File: src/hdl/smtw_pkg.sv
// ----------------------------------------------------------------------------
// smtw_pkg
// shared types and constants of the tick-paced spi transmit waveform unit
// ----------------------------------------------------------------------------
package smtw_pkg;

   // waveform shape
   localparam int unsigned HEAD_TICKS    = 2;
   localparam int unsigned MAX_WORD_BITS = 32;

   // field widths
   localparam int unsigned DATA_W   = 32;
   localparam int unsigned WLEN_W   = 6;
   localparam int unsigned SLOT_W   = 8;
   localparam int unsigned BITSEL_W = 5;
   localparam int unsigned CSR_IDX_W  = 2;
   localparam int unsigned CSR_DATA_W = 8;

   typedef logic [DATA_W-1:0]     data_type;
   typedef logic [WLEN_W-1:0]     wlen_type;
   typedef logic [SLOT_W-1:0]     slot_type;
   typedef logic [BITSEL_W-1:0]   bitsel_type;
   typedef logic [CSR_IDX_W-1:0]  csr_idx_type;
   typedef logic [CSR_DATA_W-1:0] csr_data_type;

   // request modes
   typedef enum logic {
      MODE_START = 1'b0,
      MODE_TICK  = 1'b1
   } mode_type;

   // register indexes
   localparam csr_idx_type CSR_WORD_LENGTH    = 2'd0;
   localparam csr_idx_type CSR_CLOCK_PHASE    = 2'd1;
   localparam csr_idx_type CSR_CLOCK_POLARITY = 2'd2;

endpackage

File: src/hdl/smtw_req_if.sv
// ----------------------------------------------------------------------------
// smtw_req_if
// request channel: start or tick, with the word to send
// ----------------------------------------------------------------------------
interface smtw_req_if;
   logic                valid;
   logic                ready;
   logic                mode;
   smtw_pkg::data_type  data;

   modport source (output valid, output mode, output data, input ready);
   modport sink   (input valid, input mode, input data, output ready);
endinterface

File: src/hdl/smtw_rsp_if.sv
// ----------------------------------------------------------------------------
// smtw_rsp_if
// response channel: start status and pin levels after each request
// ----------------------------------------------------------------------------
interface smtw_rsp_if;
   logic valid;
   logic ready;
   logic accepted;
   logic active;
   logic cs_level;
   logic clk_level;
   logic mosi_level;

   modport source (output valid, output accepted, output active, output cs_level,
                   output clk_level, output mosi_level, input ready);
   modport sink   (input valid, input accepted, input active, input cs_level,
                   input clk_level, input mosi_level, output ready);
endinterface

File: src/hdl/smtw_csr_if.sv
// ----------------------------------------------------------------------------
// smtw_csr_if
// register write channel: index and write data
// ----------------------------------------------------------------------------
interface smtw_csr_if;
   logic                    valid;
   logic                    ready;
   smtw_pkg::csr_idx_type   index;
   smtw_pkg::csr_data_type  data;

   modport source (output valid, output index, output data, input ready);
   modport sink   (input valid, input index, input data, output ready);
endinterface

File: src/hdl/spi_master_tick_waveform_unit.sv
// ----------------------------------------------------------------------------
// spi_master_tick_waveform_unit
// transmit-only spi master whose pin waveform advances one slot per tick
// ----------------------------------------------------------------------------
//
//   channel  | direction | contents
//   ---------+-----------+-----------------------------------------------
//   req_if   | in        | mode (start / tick), data word
//   rsp_if   | out       | accepted, active, cs, clk and mosi levels
//   csr_if   | in        | register index, write data
//
// every request passes through the input register, then through the slot decode
// into the response register, before its earliest response handshake. a new
// request is taken every cycle; the only limit is the response register, which
// frees as the sink takes it.
// reset clears the transfer state but for the shift word, the registers and both
// valid stages; chip select comes out of reset high. a stalled response holds the input
// stage, and req_if.ready falls only when both stages are full.
// register writes are always taken and are dropped while a transfer runs.
//
module spi_master_tick_waveform_unit (
   input  logic          clock,
   input  logic          reset,
   smtw_req_if.sink      req_if,
   smtw_rsp_if.source    rsp_if,
   smtw_csr_if.sink      csr_if
);
   import smtw_pkg::*;

   // configuration registers
   wlen_type   word_length_ff;
   logic       clock_phase_ff;
   logic       clock_polarity_ff;

   // transfer state
   data_type   shift_word_ff,  shift_word_in;
   slot_type   slot_index_ff,  slot_index_in;
   logic       busy_ff,        busy_in;
   logic       cs_pin_ff,      cs_pin_in;
   logic       clk_pin_ff,     clk_pin_in;
   logic       mosi_pin_ff,    mosi_pin_in;

   // input stage
   logic       s1_valid_ff;
   logic       s1_mode_ff;
   data_type   s1_data_ff;

   // response stage
   logic       rsp_valid_ff;
   logic       rsp_accepted_ff, accepted_in;
   logic       rsp_active_ff;
   logic       rsp_cs_ff;
   logic       rsp_clk_ff;
   logic       rsp_mosi_ff;

   logic       out_free;
   logic       s1_fire;
   logic       req_fire;

   // slot decode
   slot_type   total_slots;
   slot_type   data_slot;
   slot_type   mosi_slot;
   wlen_type   bit_count;
   wlen_type   bit_pos;
   logic       start_ok;
   logic       idle_level;

   // handshakes: the response register parts the two sides
   assign out_free  = !rsp_valid_ff || rsp_if.ready;
   assign s1_fire   = s1_valid_ff && out_free;
   assign req_if.ready = !s1_valid_ff || out_free;
   assign req_fire  = req_if.valid && req_if.ready;
   assign csr_if.ready = 1'b1;

   assign rsp_if.valid      = rsp_valid_ff;
   assign rsp_if.accepted   = rsp_accepted_ff;
   assign rsp_if.active     = rsp_active_ff;
   assign rsp_if.cs_level   = rsp_cs_ff;
   assign rsp_if.clk_level  = rsp_clk_ff;
   assign rsp_if.mosi_level = rsp_mosi_ff;

   // word length never exceeds MAX_WORD_BITS while busy, so the sum fits
   assign total_slots = SLOT_W'(HEAD_TICKS) + {word_length_ff, 2'b00};
   assign idle_level  = clock_polarity_ff;
   assign start_ok    = !busy_ff && (word_length_ff != '0)
                        && (word_length_ff <= WLEN_W'(MAX_WORD_BITS));
   assign data_slot   = slot_index_ff - SLOT_W'(HEAD_TICKS);
   // phase 1 holds mosi two slots behind the clock
   assign mosi_slot   = clock_phase_ff ? (data_slot - SLOT_W'(2)) : data_slot;
   assign bit_count   = mosi_slot[SLOT_W-1:2];
   assign bit_pos     = word_length_ff - WLEN_W'(1) - bit_count;

   always_comb begin
      shift_word_in = shift_word_ff;
      slot_index_in = slot_index_ff;
      busy_in       = busy_ff;
      cs_pin_in     = cs_pin_ff;
      clk_pin_in    = clk_pin_ff;
      mosi_pin_in   = mosi_pin_ff;
      accepted_in   = 1'b0;
      if (s1_mode_ff == MODE_START) begin
         if (start_ok) begin
            shift_word_in = s1_data_ff;
            slot_index_in = '0;
            busy_in       = 1'b1;
            accepted_in   = 1'b1;
         end
      end else if (busy_ff) begin
         if (slot_index_ff >= total_slots) begin
            // tick after the last slot closes the transfer, pins hold
            busy_in = 1'b0;
         end else begin
            slot_index_in = slot_index_ff + SLOT_W'(1);
            if (slot_index_ff < SLOT_W'(HEAD_TICKS)) begin
               // head: chip select still high, clock idle
               cs_pin_in   = 1'b1;
               clk_pin_in  = idle_level;
               mosi_pin_in = 1'b0;
            end else begin
               // clock active on the middle two slots of each bit
               clk_pin_in = ((data_slot[1:0] == 2'd1) || (data_slot[1:0] == 2'd2))
                            ? ~idle_level : idle_level;
               cs_pin_in  = (slot_index_ff + SLOT_W'(1) == total_slots);
               if (clock_phase_ff && (data_slot < SLOT_W'(2))) begin
                  mosi_pin_in = 1'b0;
               end else if ({2'b00, bit_count} < {2'b00, word_length_ff}) begin
                  mosi_pin_in = shift_word_ff[bit_pos[BITSEL_W-1:0]];
               end else begin
                  mosi_pin_in = 1'b0;
               end
            end
         end
      end
   end

   // configuration: taken only between transfers
   always_ff @(posedge clock) begin
      if (reset) begin
         word_length_ff    <= '0;
         clock_phase_ff    <= 1'b0;
         clock_polarity_ff <= 1'b0;
      end else if (csr_if.valid && !busy_ff) begin
         unique case (csr_if.index)
            CSR_WORD_LENGTH:    word_length_ff    <= csr_if.data[WLEN_W-1:0];
            CSR_CLOCK_PHASE:    clock_phase_ff    <= csr_if.data[0];
            CSR_CLOCK_POLARITY: clock_polarity_ff <= csr_if.data[0];
            default: ;
         endcase
      end
   end

   // transfer state, advanced once per request leaving the input stage
   always_ff @(posedge clock) begin
      if (reset) begin
         slot_index_ff <= '0;
         busy_ff       <= 1'b0;
         cs_pin_ff     <= 1'b1;
         clk_pin_ff    <= 1'b0;
         mosi_pin_ff   <= 1'b0;
      end else if (s1_fire) begin
         slot_index_ff <= slot_index_in;
         busy_ff       <= busy_in;
         cs_pin_ff     <= cs_pin_in;
         clk_pin_ff    <= clk_pin_in;
         mosi_pin_ff   <= mosi_pin_in;
      end
   end

   always_ff @(posedge clock) begin
      if (s1_fire) begin
         shift_word_ff <= shift_word_in;
      end
   end

   // input stage
   always_ff @(posedge clock) begin
      if (reset) begin
         s1_valid_ff <= 1'b0;
      end else if (req_if.ready) begin
         s1_valid_ff <= req_if.valid;
      end
   end

   always_ff @(posedge clock) begin
      if (req_fire) begin
         s1_mode_ff <= req_if.mode;
         s1_data_ff <= req_if.data;
      end
   end

   // response stage
   always_ff @(posedge clock) begin
      if (reset) begin
         rsp_valid_ff <= 1'b0;
      end else if (out_free) begin
         rsp_valid_ff <= s1_valid_ff;
      end
   end

   always_ff @(posedge clock) begin
      if (s1_fire) begin
         rsp_accepted_ff <= accepted_in;
         rsp_active_ff   <= busy_in;
         rsp_cs_ff       <= cs_pin_in;
         rsp_clk_ff      <= clk_pin_in;
         rsp_mosi_ff     <= mosi_pin_in;
      end
   end

`ifndef ASSERT_OFF
   // a running transfer always has a legal word length
   assert property (@(posedge clock) disable iff (reset)
      busy_ff |-> (word_length_ff != '0) && (word_length_ff <= WLEN_W'(MAX_WORD_BITS)))
      else $error("busy with illegal word length");

   // the slot counter never runs past the end of the waveform
   assert property (@(posedge clock) disable iff (reset)
      busy_ff |-> (slot_index_ff <= total_slots))
      else $error("slot index beyond waveform");

   // an accepted start leaves the transfer running
   assert property (@(posedge clock) disable iff (reset)
      (rsp_valid_ff && rsp_accepted_ff) |-> rsp_active_ff)
      else $error("accepted start not active");

   // an accepted start restarts the slot count
   assert property (@(posedge clock) disable iff (reset)
      (s1_fire && accepted_in) |=> (busy_ff && (slot_index_ff == '0)))
      else $error("start did not arm transfer");

   // pins hold while idle
   assert property (@(posedge clock) disable iff (reset)
      (!busy_ff && !s1_fire) |=> ($stable(cs_pin_ff) && $stable(clk_pin_ff)
                                  && $stable(mosi_pin_ff)))
      else $error("pins moved while idle");
`endif

endmodule

File: src/flat_wrapper.sv
// flat-port wrapper written by rule: the top's interface ports become plain ports
module spi_master_tick_waveform_unit_flat import smtw_pkg::*;
  (clock, reset, req_if_valid, req_if_mode, req_if_data, req_if_ready, rsp_if_valid, rsp_if_accepted, rsp_if_active, rsp_if_cs_level, rsp_if_clk_level, rsp_if_mosi_level, rsp_if_ready, csr_if_valid, csr_if_index, csr_if_data, csr_if_ready);
  smtw_req_if req_if_i ();
  smtw_rsp_if rsp_if_i ();
  smtw_csr_if csr_if_i ();
  input  logic clock;
  input  logic reset;
  input wire logic [$bits(req_if_i.valid)-1:0] req_if_valid;
  input wire logic [$bits(req_if_i.mode)-1:0] req_if_mode;
  input wire logic [$bits(req_if_i.data)-1:0] req_if_data;
  output wire logic [$bits(req_if_i.ready)-1:0] req_if_ready;
  output wire logic [$bits(rsp_if_i.valid)-1:0] rsp_if_valid;
  output wire logic [$bits(rsp_if_i.accepted)-1:0] rsp_if_accepted;
  output wire logic [$bits(rsp_if_i.active)-1:0] rsp_if_active;
  output wire logic [$bits(rsp_if_i.cs_level)-1:0] rsp_if_cs_level;
  output wire logic [$bits(rsp_if_i.clk_level)-1:0] rsp_if_clk_level;
  output wire logic [$bits(rsp_if_i.mosi_level)-1:0] rsp_if_mosi_level;
  input wire logic [$bits(rsp_if_i.ready)-1:0] rsp_if_ready;
  input wire logic [$bits(csr_if_i.valid)-1:0] csr_if_valid;
  input wire logic [$bits(csr_if_i.index)-1:0] csr_if_index;
  input wire logic [$bits(csr_if_i.data)-1:0] csr_if_data;
  output wire logic [$bits(csr_if_i.ready)-1:0] csr_if_ready;
  assign req_if_i.valid = req_if_valid;
  assign req_if_i.mode = req_if_mode;
  assign req_if_i.data = req_if_data;
  assign req_if_ready = req_if_i.ready;
  assign rsp_if_valid = rsp_if_i.valid;
  assign rsp_if_accepted = rsp_if_i.accepted;
  assign rsp_if_active = rsp_if_i.active;
  assign rsp_if_cs_level = rsp_if_i.cs_level;
  assign rsp_if_clk_level = rsp_if_i.clk_level;
  assign rsp_if_mosi_level = rsp_if_i.mosi_level;
  assign rsp_if_i.ready = rsp_if_ready;
  assign csr_if_i.valid = csr_if_valid;
  assign csr_if_i.index = csr_if_index;
  assign csr_if_i.data = csr_if_data;
  assign csr_if_ready = csr_if_i.ready;
  spi_master_tick_waveform_unit u_core (.clock(clock), .reset(reset), .req_if(req_if_i), .rsp_if(rsp_if_i), .csr_if(csr_if_i));
endmodule
File: config.mk
export PLATFORM = sky130hd
export DESIGN_NAME = spi_master_tick_waveform_unit_flat
export DESIGN_NICKNAME = d
export VERILOG_FILES = /design/src/hdl/smtw_pkg.sv /design/src/hdl/smtw_req_if.sv /design/src/hdl/smtw_rsp_if.sv /design/src/hdl/smtw_csr_if.sv /design/src/hdl/spi_master_tick_waveform_unit.sv /design/src/flat_wrapper.sv
export SDC_FILE = /design/constraint.sdc
export NUM_CORES = 1
export LEC_CHECK = 0
export ABC_AREA = 1
export BUFFER_PORTS_ARGS = -buffer_cell sky130_fd_sc_hd__buf_2
export CAP_MARGIN = 20
export CORE_ASPECT_RATIO = 1.1
export CORE_UTILIZATION = 55
export DETAILED_ROUTE_END_ITERATION = 12
export GPL_TIMING_DRIVEN = 0
export PLACE_DENSITY = 0.76
export SYNTH_ARGS = -nofsm -noshare
export SYNTH_HDL_FRONTEND = slang
export SYNTH_SLANG_ARGS = --single-unit
export TNS_END_PERCENT = 20
File: constraint.sdc
create_clock -name clock -period 3.95 [get_ports clock]
set_clock_uncertainty 0.05 [all_clocks]
set_input_delay 0.79 -clock clock [delete_from_list [all_inputs] [get_ports clock]]
set_output_delay 0.79 -clock clock [all_outputs]
set_load 0.02 [all_outputs]
; ---- Word level (Yosys, flattened, before mapping)
; Cells that the tools add are included.
[op_classes]
addsub = 6
n_mul = 0
div = 0
n_lt_le_gt_ge = 6
n_eq_ne = 7
n_shift = 0
n_mux = 27
bitwise = 2
reduce_logical = 20
[op_table]
columns = op, count
row1 = 8-bit two-way mux, 5
row2 = 1-bit two-way mux, 21
row3 = 8-bit by 2-bit < comparator with 1-bit output (second input constant), 2
row4 = 8-bit by 2-bit subtractor with 8-bit output (second input constant), 2
row5 = 2-bit by 8-bit adder with 8-bit output (first input constant), 1
row6 = 8-bit by 1-bit adder with 8-bit output (second input constant), 1
row7 = 8-bit equality test, 1
row8 = 8-bit >= comparator, 1
row9 = 6-bit <= comparator (second input constant), 1
row10 = 1-bit logical AND, 6
row11 = 5-bit by 6-bit < comparator with 1-bit output (second input constant), 1
row12 = 6-bit < comparator, 1
row13 = 2-bit AND reduction, 3
row14 = 6-bit nonzero test, 1
row15 = 1-bit binary-select mux with 5-bit select, 1
row16 = 5-bit by 1-bit subtractor with 5-bit output (second input constant), 1
row17 = 5-bit subtractor, 1
row18 = 2-bit by 1-bit equality test with 1-bit output (second input constant), 2
row19 = 2-bit equality test (second input constant), 2
row20 = 4-bit AND reduction, 1
row21 = 1-bit logical NOT, 3
row22 = 1-bit logical OR, 3
row23 = 3-bit AND reduction, 1
row24 = 2-bit logical NOT, 1
row25 = 4 further kinds, 5
[word_totals]
ff_bits = 92
latchBits = 0
ramBits = 0
romBits = 0
in_bits = 48
out_inout_bits = 8
memories = 0

; ---- Logic depth before layout (Yosys ltp)
; Gate-level depths: netlist (run 1).
[logic_depth]
ltp_word = 12
depth_mapped = 22

; ---- Worst setup path after synthesis (run 1)
; No wires, ideal clock.
[synth_path]
kind = register to register
from = register u_core.slot_index_ff[1]
to = register u_core.rsp_mosi_ff (netlist: u_core.rsp_if.mosi_level) (data pin)
setup_ps = 250
arrival_time_ps = 2650
path_slack_ps = 1000
stages_incl_launch_ff = 20
period_less_slack_ps = 2950
cell_sequence = dfxtp_1 > inv_1 > ha_1 > xor2_1 > inv_1 > ha_1 > fa_1 > buf_2 > inv_1 > nand3_1 > nand2_1 > nand2_1 > nand3_1 > nand3_1 > nand2_1 > inv_2 > nand2_1 > nand2_1 > nand2_2 > inv_1
[synth_between]
elab_chain_cells = 12
elab_cells_between_ends = 17
classes_between = 3 x add/sub / 4 x order compare / 9 x mux / 1 x reduce/logical
[synth_rtl]
columns = item, line_no
row1 = "start, declared", spi_master_tick_waveform_unit.sv:37  ; slot_type slot_index_ff, slot_index_in;
row2 = "start signal, assigned", spi_master_tick_waveform_unit.sv:162  ; slot_index_ff <= slot_index_in;
row3 = 8-bit by 2-bit subtractor with 8-bit output, spi_master_tick_waveform_unit.sv:88  ; assign data_slot = slot_index_ff - SLOT_W'(HEAD_TICKS);
row4 = 8-bit by 2-bit subtractor with 8-bit output, spi_master_tick_waveform_unit.sv:90  ; assign mosi_slot = clock_phase_ff ? (data_slot - SLOT_W'(2)) : data_slot;
row5 = 8-bit two-way mux, spi_master_tick_waveform_unit.sv:90
row6 = 5-bit subtractor, spi_master_tick_waveform_unit.sv:92  ; assign bit_pos = word_length_ff - WLEN_W'(1) - bit_count;
row7 = 1-bit binary-select mux with 5-bit select, spi_master_tick_waveform_unit.sv:128  ; mosi_pin_in = shift_word_ff[bit_pos[BITSEL_W-1:0]];
row8 = 1-bit two-way mux (not written as such), spi_master_tick_waveform_unit.sv:128
row9 = 1-bit two-way mux, spi_master_tick_waveform_unit.sv:127  ; end else if ({2'b00, bit_count} < {2'b00, word_length_ff}) begin
row10 = 1-bit two-way mux, spi_master_tick_waveform_unit.sv:125  ; if (clock_phase_ff && (data_slot < SLOT_W'(2))) begin
row11 = 1-bit two-way mux, spi_master_tick_waveform_unit.sv:115  ; if (slot_index_ff < SLOT_W'(HEAD_TICKS)) begin
row12 = 1-bit two-way mux (*), spi_master_tick_waveform_unit.sv:110  ; if (slot_index_ff >= total_slots) begin
row13 = 1-bit two-way mux (*), spi_master_tick_waveform_unit.sv:109  ; end else if (busy_ff) begin
row14 = 1-bit two-way mux (*), spi_master_tick_waveform_unit.sv:102  ; if (s1_mode_ff == MODE_START) begin
row15 = named net u_core.mosi_pin_in, spi_master_tick_waveform_unit.sv:41  ; logic mosi_pin_ff, mosi_pin_in;
row16 = "end signal, assigned", spi_master_tick_waveform_unit.sv:207  ; rsp_mosi_ff <= mosi_pin_in;
row17 = "end, declared", spi_master_tick_waveform_unit.sv:54  ; logic rsp_mosi_ff;
; The timed path passes the listed nets; every way through them passes the cells marked *. The select of a mux whose other input is x is not followed.
; A chain may end at the register's enable or synchronous reset.

; ---- Final worst setup path (run 1)
; Ends and elaborated chain as after synthesis.

==> results.sh, run 1 <==
export IMPL_status="completed"
export IMPL_syn_avg_cell_area_um2=9.86
export IMPL_wl_per_cell_um=13.0
export IMPL_max_freq_mhz=281
export IMPL_synth_seq_cells=92
export IMPL_crit_type="register to register"
export IMPL_final_util_pct=66.4
export IMPL_ant_nets=0
export IMPL_synth_cell_type_count=35
export IMPL_holdPathStages=0
export IMPL_yosys_top_cells_count="119 x nand2_1, 70 x edfxtp_1, 39 x inv_1, 38 x nand3_1, 34 x nor2_1"
export IMPL_wl_um=8110
export IMPL_via_per_inst=5.07
export IMPL_grt_pass1_wl_um=13500
export IMPL_diodes=0
export IMPL_dp_cells=606
export IMPL_hold_class="register to register"
export IMPL_power_density_mw_per_mm2=425
export IMPL_start_util_pct=58.2
export IMPL_crit_arrival_ps=3640
export IMPL_ios=56
export IMPL_hold_viol_final=0
export IMPL_place_congestion=0.891
export IMPL_grt_use_total_pct=21.4
export IMPL_wl_met1_um=3510
export IMPL_cts_root_buffer="clkbuf_8"
export IMPL_ys_top_cells_by_area="edfxtp_1 48%, nand2_1 10%, dfxtp_1 10%"
export IMPL_final_cell_count_no_fill=623
export IMPL_area_growth_pct=14.2
export IMPL_async_flop_share_pct=0
export IMPL_clk_pin_slew_ps=100
export IMPL_yosysSeqAreaShare_pct=57.5
export IMPL_postCtsResizedCells=0
export IMPL_rsz0062_at_grt="false"
export IMPL_routed_wl_met2_um=4010
export IMPL_holdBufCountCts=0
export IMPL_finalSetupViolations=0
export IMPL_crit_path_end_kind="register"
export IMPL_dr_pass1_iters=5
export IMPL_drt_first_iter_violations=220
export IMPL_cts_inserted_buffers=9
export IMPL_tightestPinTransition_ps=605
export IMPL_reg2reg_slack_ps=390
export IMPL_timing_rr_end="u_core.rsp_if.mosi_level"
export IMPL_synth_nets=519
export IMPL_max_vdd_ir_drop_mv=0.341
export IMPL_port_buffers=52
export IMPL_required_ps=4030
export IMPL_critPathLaunchType="register"
export IMPL_antenna_found_initial=0
export IMPL_nets=584
export IMPL_r2r_start="u_core.slot_index_ff[1]"
export IMPL_synth_edf_count=70
export IMPL_min_to="u_core.shift_word_ff[4]"
export IMPL_hp_start="u_core.s1_data_ff[4]"
export IMPL_die_area_mm2=0.00840
export IMPL_fin_crit_sh_pct=90.2
export IMPL_hpwlAfterDp_um=6160
export IMPL_finalMaxSlewViolations=0
export IMPL_syn_area_mm2=0.00442
export IMPL_cts_sinks=92
export IMPL_fillers=622
export IMPL_post_synth_top_count_cell="nand2_1"
export IMPL_wl_met3_um=461
export IMPL_dieHeight_um=96.0
export IMPL_cp_max_fo=9
export IMPL_grt_max_degree=34
export IMPL_netlist_instances=448
export IMPL_clock_latency_ps=360
export IMPL_p_leak_uw=0.00222
export IMPL_r2r_worst_path_cells=19
export IMPL_post_cts_buffers=0
export IMPL_htree_levels=3
export IMPL_totalPowerFinal_uw=2140
export IMPL_cts_tree="built"
export IMPL_period_needed_ps=3560
export IMPL_tns_ps=0
export IMPL_drcViolationCount=0
export IMPL_synth_top_area_share_pct=47.6
export IMPL_vias=3157
export IMPL_drv_cap=0
export IMPL_ys_warn_count=0
export IMPL_drive_above_1_share_pct=19.3
export IMPL_synth_main_ff_cell="edfxtp_1"
export IMPL_core_area_mm2=0.00760
export IMPL_rows=33
export IMPL_cts_buffer_depth=2
export IMPL_grt_overflow_total=0
export IMPL_yosys_area_top_type="edfxtp_1"
export IMPL_dieWidth_um=87.5
export IMPL_routed_top_layer="met4"
export IMPL_timing_slew_headroom_pct=59.6
export IMPL_grt_pass1_vias=2989
## report_power, final
part           switching [uW]  internal, uW  total [uW]
clock network             348           244         591
logic                     276           163         440
registers                22.3          1090        1110
## final cells by class
cell class	count	area, um^2	area share [%]
flip-flops and latches	92	2540	50.4
multi-input cells	297	1610	31.9
repair buffers	54	303	6.00
inverters	47	179	3.55
well taps	105	131	2.60
clock buffers	9	124	2.45
plain buffers	12	88.8	1.76
clock inverters	7	66.3	1.31
## registers in the layout (all words and copies together) (netlist names), 6 cells and up
| register | count |
|---|---|
| u_core.s1_data_ff | 32 |
| u_core.word_length_ff | 6 |
| u_core.slot_index_ff | 8 |
| u_core.shift_word_ff | 32 |
## worst max path at each step
stage / end / startpoint / cells past startpoint
after floorplan: u_core.rsp_if.mosi_level / u_core.slot_index_ff[1] / 19
after global placement: u_core.busy_ff / rsp_if_ready / 7
after detailed placement: u_core.rsp_if.mosi_level / u_core.slot_index_ff[1] / 19
after CTS: u_core.rsp_if.mosi_level / u_core.slot_index_ff[1] / 19
after global routing: u_core.rsp_if.mosi_level / u_core.slot_index_ff[1] / 19
final: u_core.rsp_if.mosi_level / u_core.slot_index_ff[1] / 19
## critical path: stages, from the launching register on
cell	delay, ps
dfxtp_1	500
inv_1	220
ha_1	380
xor2_1	180
inv_1	90
ha_1	210
fa_1	430
buf_2	200
inv_1	260
nand3_1	150
nand2_1	90
nand2_1	50
nand3_1	80
nand2_1	50
nor2_1	80
nor2_1	40
nand2_1	80
nand2_1	70
nand2_2	80
inv_1	40
## through the flow
stage / worst slack, ps / hold WS [ps] / instance area [um^2]
2_1_floorplan: 1000 / 350 / 4420
3_3_place_gp: 481 / 354 / 4810
3_5_place_dp: 441 / 355 / 4830
4_1_cts: 420 / 370 / 5020
5_1_grt: 75.6 / 370 / 5050
6_report: 388 / 372 / 5050
## routing by layer
metal | global-route usage [%] | up-vias
met5 | 0 | -
met3 | 4.72 | 12
met1 | 26.1 | 1428
met4 | 7.65 | 0
li1 | - | 1624
met2 | 37.4 | 93
## cells by family after synthesis
family	after synthesis	share of synthesized area, %
other cells	1	0.0849
flops	92	57.5
xor+xnor	15	3.45
compound gates	45	5.41
simple gates	213	20.8
buf+inv	59	6.06
fa+ha+maj	23	6.68
## layout by cell type, fill, tap and decap left out, types with 4 or more instances in the layout
cell type	n
o21ai_0	11
buf_2	54
nand2_2	4
nand4_1	6
nor2_1	33
nand2_1	119
inv_2	7
clkbuf_8	9
inv_1	39
buf_6	4
ha_1	22
o21ai_1	8
dfxtp_1	22
xor2_1	10
a21oi_1	20
nor3_1	4
edfxtp_1	70
nand3_1	38
(Power assumes the default switching activity.)
==> run 2, diff against run 1 <==
ABC_AREA = default   (was 1)
clock period = 4.1 ns   (was 3.95 ns; I/O delays follow)
==> results.sh, run 2 <==
export IMPL_p_clk_share_pct=35.5
export IMPL_finalMaxSlewViolations=0
export IMPL_period_needed_ps=3820
export IMPL_wl_per_cell_um=14.9
export IMPL_synth_seq_cells=92
export IMPL_htree_levels=3
export IMPL_antenna_found_initial=0
export IMPL_rows=33
export IMPL_status="completed"
export IMPL_clock_latency_ps=360
export IMPL_required_ps=4240
export IMPL_ys_top_cells_by_area="edfxtp_1 48%, dfxtp_1 10%, ha_1 6.3%"
export IMPL_drt_first_iter_violations=159
export IMPL_synth_nets=412
export IMPL_timing_slew_headroom_pct=46.4
export IMPL_path_buf_inv=3
export IMPL_wl_um=7670
export IMPL_pwr_share_seq_pct=58.5
export IMPL_core_area_mm2=0.00756
export IMPL_final_common_cell="edfxtp_1"
export IMPL_drive_above_1_share_pct=24.1
export IMPL_fillers=579
export IMPL_cts_buffer_depth=2
export IMPL_grt_overflow_total=0
export IMPL_p_sw_uw=413
export IMPL_tightestPinTransition_ps=793
export IMPL_post_synth_top_count_cell="edfxtp_1"
export IMPL_dieHeight_um=95.3
export IMPL_via_per_inst=5.42
export IMPL_synth_cell_type_count=58
export IMPL_dieWidth_um=86.9
export IMPL_slowest_stage="or4b_2"
export IMPL_drcViolationCount=0
export IMPL_tns_ps=0
export IMPL_totalPowerFinal_uw=1800
export IMPL_clk_pin_slew_ps=100
export IMPL_whs_ps=373
export IMPL_cts_root_buffer="clkbuf_8"
export IMPL_multi_input_comb_area_mm2=0.00169
export IMPL_start_util_pct=57.7
export IMPL_grt_max_degree=25
export IMPL_crit_type="register to register"
export IMPL_ant_nets=0
export IMPL_finalSetupViolations=0
export IMPL_cp_max_fo=9
export IMPL_power_density_mw_per_mm2=357
export IMPL_mostFrequentLayoutCells="70 x edfxtp_1, 57 x buf_2, 36 x nor2_1, 22 x ha_1, 21 x dfxtp_1"
export IMPL_rsz0062_at_grt="false"
export IMPL_crit_arrival_ps=3950
export IMPL_netlist_instances=341
export IMPL_place_congestion=0.859
export IMPL_ys_warn_count=0
export IMPL_drv_cap=0
export IMPL_max_freq_mhz=262
export IMPL_nets=477
export IMPL_ios=56
export IMPL_cpPeakStageDelay_ps=650
export IMPL_hpwlAfterDp_um=5750
export IMPL_diodes=0
export IMPL_pre_cts_ws_ps=105
export IMPL_area_growth_pct=15.6
export IMPL_syn_avg_cell_area_um2=12.8
export IMPL_synth_edf_count=70
export IMPL_cts_tree="built"
export IMPL_vias=2796
export IMPL_final_cell_count_no_fill=516
export IMPL_yosys_area_top_type="edfxtp_1"
export IMPL_dr_pass1_iters=4
export IMPL_fin_ws_ps=283
export IMPL_path_cells="buf_2 > inv_1 > ha_1 > clkbuf_1 > or4b_2 > a21oi_2 > xor2_1 > ha_1 > a21oi_1 > xor2_1 > and2_1 > a221o_1 > o31ai_1"
export IMPL_p_int_uw=1380
export IMPL_max_vdd_ir_drop_mv=0.310
export IMPL_fin_crit_sh_pct=93.1
export IMPL_dp_cells=500
export IMPL_synth_top_area_share_pct=48.2
export IMPL_die_area_mm2=0.00828
export IMPL_cts_sinks=92
export IMPL_yosys_top_cells_count="70 x edfxtp_1, 36 x nor2_1, 22 x dfxtp_1, 22 x ha_1, 20 x a21oi_1"
export IMPL_switching_share_pct=23.0
export IMPL_port_buffers=52
export IMPL_cp_top_family="compound AO/OA/AOI/OAI gates"
export IMPL_synth_main_ff_cell="edfxtp_1"
export IMPL_cts_inserted_buffers=9
export IMPL_reg_top3="u_core.s1_data_ff (32), u_core.shift_word_ff (32), u_core.slot_index_ff (8)"
export IMPL_p_leak_uw=0.00192
export IMPL_seqCellArea_mm2=0.00254
export IMPL_grt_pass1_wl_um=12500
export IMPL_hold_viol_final=0
export IMPL_crit_path_end_kind="register"
export IMPL_grt_pass1_vias=2647
export IMPL_hold_class="register to register"
export IMPL_async_flop_share_pct=0
export IMPL_syn_area_mm2=0.00436
export IMPL_yosysSeqAreaShare_pct=58.4
export IMPL_power_frac_comb_pct=6.0
export IMPL_critPathLaunchType="register"
export IMPL_grt_use_total_pct=20.4
==> run 2: cell type report <==
| type | instances | area share [%] |
|---|---|---|
| sequential | 92 | 50.5 |
| multi-input combinational | 218 | 33.6 |
| timing repair buffer | 54 | 6.26 |
| tap | 105 | 2.61 |
| clock buffer | 9 | 2.46 |
| clock inverter | 7 | 1.84 |
| buffer | 14 | 1.49 |
| inverter | 17 | 1.27 |
==> run 2: worst register-to-register path: stages (launching register included) <==
cell	delay, ps
dfxtp_1	380
buf_2	200
inv_1	110
ha_1	180
clkbuf_1	190
or4b_2	650
a21oi_2	240
xor2_1	210
ha_1	330
a21oi_1	190
xor2_1	140
and2_1	160
a221o_1	370
o31ai_1	260
==> run 2: final timing paths <==
check | startpoint | to | slack [ps] | cells after the start
worst max register to register | u_core.slot_index_ff[2] | u_core.rsp_if.mosi_level | 280 | 13
worst min-delay path | u_core.s1_data_ff[16] | u_core.shift_word_ff[16] | 370 | 0
worst min register to register | u_core.s1_data_ff[16] | u_core.shift_word_ff[16] | 370 | 0
worst max-delay path | u_core.slot_index_ff[2] | u_core.rsp_if.mosi_level | 280 | 13
==> run 2: through the flow <==
stage | util [%] | instance area [um^2]
after floorplan | - | 4360
after detailed placement | 63.6 | 4800
final | 66.7 | 5040
after CTS | 66.4 | 5020
after global routing | 66.7 | 5040
after global placement | 62.8 | 4750
==> run 2: power groups by stage <==
stage          clock network [uW]  logic (uW)  registers [uW]
2_1_floorplan                   0        60.0            1070
3_3_place_gp                    0         100            1070
5_1_grt                       678         119            1050
4_1_cts                       652         108            1050
6_report                      638         108            1050
3_5_place_dp                    0         108            1070
==> run 2: what timing repair did <==
action	CTS	global route
hold buffers	0	0
resized for setup	0	6
endpoints found under the hold margin	0	0
buffers inserted	0	0
endpoints found under the setup margin	0	2
==> run 2: layer usage <==
metal	vias up	share of wire (%)	global-route usage [%]
li1	1390	-	-
met3	7	4.0	4.59
met1	1326	44	25.9
met5	-	0	0
met2	73	51	34.6
met4	0	1.1	6.94
==> run 2: kinds of logic (layout without fill, tap and decap cells) <==
kind of cell	count (synthesis)	count (layout)	synth area share, %
AOI/OAI and AO/OA	57	57	9.79
xor gates and xnor gates	21	21	4.65
adders and majority gates	23	23	6.78
buffers and inverters	31	101	3.10
DFF	92	92	58.4
muxes	15	15	5.20
other	1	1	0.0861
and+or+nand+nor	101	101	12.0
==> run 3, diff against run 2 <==
BUFFER_PORTS_ARGS = -buffer_cell sky130_fd_sc_hd__buf_4   (was -buffer_cell sky130_fd_sc_hd__buf_2)
HOLD_SLACK_MARGIN = 0.15   (was default)
clock period = 4.36 ns   (was 4.1 ns; I/O delays follow)
==> results.sh, run 3 (synthesized netlist as in run 2, its figures left out) <==
export IMPL_clock_latency_ps=360
export IMPL_final_common_cell="edfxtp_1"
export IMPL_ant_nets=0
export IMPL_dieWidth_um=86.9
export IMPL_cts_sinks=92
export IMPL_grt_use_total_pct=21.7
export IMPL_critPathLaunchType="register"
export IMPL_crit_type="register to register"
export IMPL_path_cells="buf_2 > inv_1 > ha_1 > clkbuf_1 > or4b_2 > a21oi_1 > xor2_1 > ha_1 > xnor2_1 > a211oi_1 > a221o_1 > o31ai_1"
export IMPL_cts_root_buffer="clkbuf_8"
export IMPL_slowest_stage="or4b_2"
export IMPL_cts_inserted_buffers=9
export IMPL_postCtsResizedCells=0
export IMPL_die_area_mm2=0.00828
export IMPL_hold_viol_final=0
export IMPL_status="completed"
export IMPL_r2r_worst_path_cells=12
export IMPL_nets=477
export IMPL_path_buf_inv=3
export IMPL_dieHeight_um=95.3
export IMPL_cp_endpoint="u_core.rsp_if.mosi_level"
export IMPL_crit_start="u_core.slot_index_ff[1]"
export IMPL_cp_max_fo=9
export IMPL_rsz0062_at_grt="false"
export IMPL_drcViolationCount=0
export IMPL_fin_crit_sh_pct=90.7
export IMPL_cpMostUsedCell="ha_1"
export IMPL_grt_overflow_total=0
export IMPL_p_clk_share_pct=39.2
export IMPL_max_freq_mhz=253
export IMPL_port_buffers=52
export IMPL_wl_um=8230
export IMPL_tightestPinTransition_ps=763
export IMPL_cp_top_family="compound AO/OA/AOI/OAI gates"
export IMPL_switching_share_pct=20.8
export IMPL_timing_rr_end="u_core.rsp_if.mosi_level"
export IMPL_reg_top3="u_core.s1_data_ff (32), u_core.shift_word_ff (32), u_core.slot_index_ff (8)"
export IMPL_power_density_mw_per_mm2=349
export IMPL_area_growth_pct=19.1
export IMPL_post_cts_buffers=0
export IMPL_crit_path_end_kind="register"
export IMPL_tns_ps=0
export IMPL_dr_pass1_iters=4
export IMPL_via_per_inst=5.51
export IMPL_drt_first_iter_violations=184
export IMPL_hpwlAfterDp_um=5980
export IMPL_p_leak_uw=0.00197
export IMPL_pwr_share_seq_pct=54.5
export IMPL_htree_levels=3
export IMPL_grt_pass1_vias=2693
export IMPL_mostFrequentLayoutCells="70 x edfxtp_1, 53 x buf_4, 36 x nor2_1, 22 x ha_1, 22 x dfxtp_1"
export IMPL_finalMaxSlewViolations=0
export IMPL_max_vdd_ir_drop_mv=0.261
export IMPL_grt_pass1_wl_um=13100
export IMPL_clk_pin_slew_ps=100
export IMPL_timing_slew_headroom_pct=48.4
export IMPL_place_congestion=0.830
export IMPL_multi_input_comb_area_mm2=0.00168
export IMPL_holdBufCountCts=0
export IMPL_whs_ps=366
export IMPL_cpPeakStageDelay_ps=640
export IMPL_crit_cells=12
export IMPL_rows=33
export IMPL_hold_class="register to register"
export IMPL_drive_above_1_share_pct=23.1
export IMPL_crit_arrival_ps=4090
export IMPL_fillers=555
export IMPL_period_needed_ps=3950
export IMPL_r2r_start="u_core.slot_index_ff[1]"
export IMPL_wl_per_cell_um=15.9
export IMPL_cts_buffer_depth=2
export IMPL_seqCellArea_mm2=0.00254
export IMPL_cts_tree="built"
export IMPL_finalSetupViolations=0
export IMPL_antenna_found_initial=0
export IMPL_drv_cap=0
export IMPL_required_ps=4500
export IMPL_ios=56
export IMPL_diodes=0
export IMPL_core_area_mm2=0.00756
export IMPL_grt_max_degree=24
export IMPL_power_frac_comb_pct=6.3
export IMPL_p_int_uw=1430
export IMPL_start_util_pct=57.7
export IMPL_reg2reg_slack_ps=410
export IMPL_p_sw_uw=378
export IMPL_vias=2845
==> run 3: through the flow <==
step           setup WS [ps]  total power (uW)  std cells  instance area (um^2)  utilization, %
6_report                 407              1810        516                  5190            68.7
5_1_grt                  128              1870        516                  5190            68.7
4_1_cts                  386              1830        516                  5190            68.7
3_5_place_dp             392              1120        500                  4930            65.3
3_3_place_gp             381              1110        498                  4880            64.6
2_1_floorplan            935              1060        341                  4360               -
==> run 3: area by class of cell <==
type	instances	share of cell area (%)
clock inverter	6	2.24
timing repair buffer	54	8.59
clock buffer	10	2.65
sequential	92	49.0
inverter	17	1.23
multi-input combinational	218	32.4
buffer	14	1.37
tap	105	2.53
==> run 3: how the worst min path moves through the flow <==
stage                                     start                        to  slack, ps  cells after the start
after detailed placement  u_core.s1_data_ff[10]  u_core.shift_word_ff[10]        350                      0
after floorplan            u_core.s1_data_ff[0]   u_core.shift_word_ff[0]        350                      0
after global placement    u_core.s1_data_ff[23]  u_core.shift_word_ff[23]        350                      0
after CTS                 u_core.s1_data_ff[16]  u_core.shift_word_ff[16]        360                      0
after global routing      u_core.s1_data_ff[16]  u_core.shift_word_ff[16]        370                      0
final                     u_core.s1_data_ff[16]  u_core.shift_word_ff[16]        370                      0
==> run 3: routing by layer <==
| metal | wire length, um | vias to the layer above | track usage (%) | share of wire [%] |
|---|---|---|---|---|
| met3 | 448 | 15 | 5.19 | 5.4 |
| met2 | 4170 | 92 | 37.9 | 51 |
| met5 | 0 | - | 0 | 0 |
| met1 | 3450 | 1346 | 26.1 | 42 |
| li1 | - | 1392 | - | - |
| met4 | 154 | 0 | 7.92 | 1.9 |
==> run 3: power groups by stage <==
stage | combinational, uW | clock (uW) | sequential [uW]
after floorplan | 56.4 | 0 | 1010
after global placement | 107 | 0 | 1010
after detailed placement | 115 | 0 | 1010
after CTS | 116 | 723 | 988
after global routing | 125 | 752 | 991
final | 115 | 710 | 988
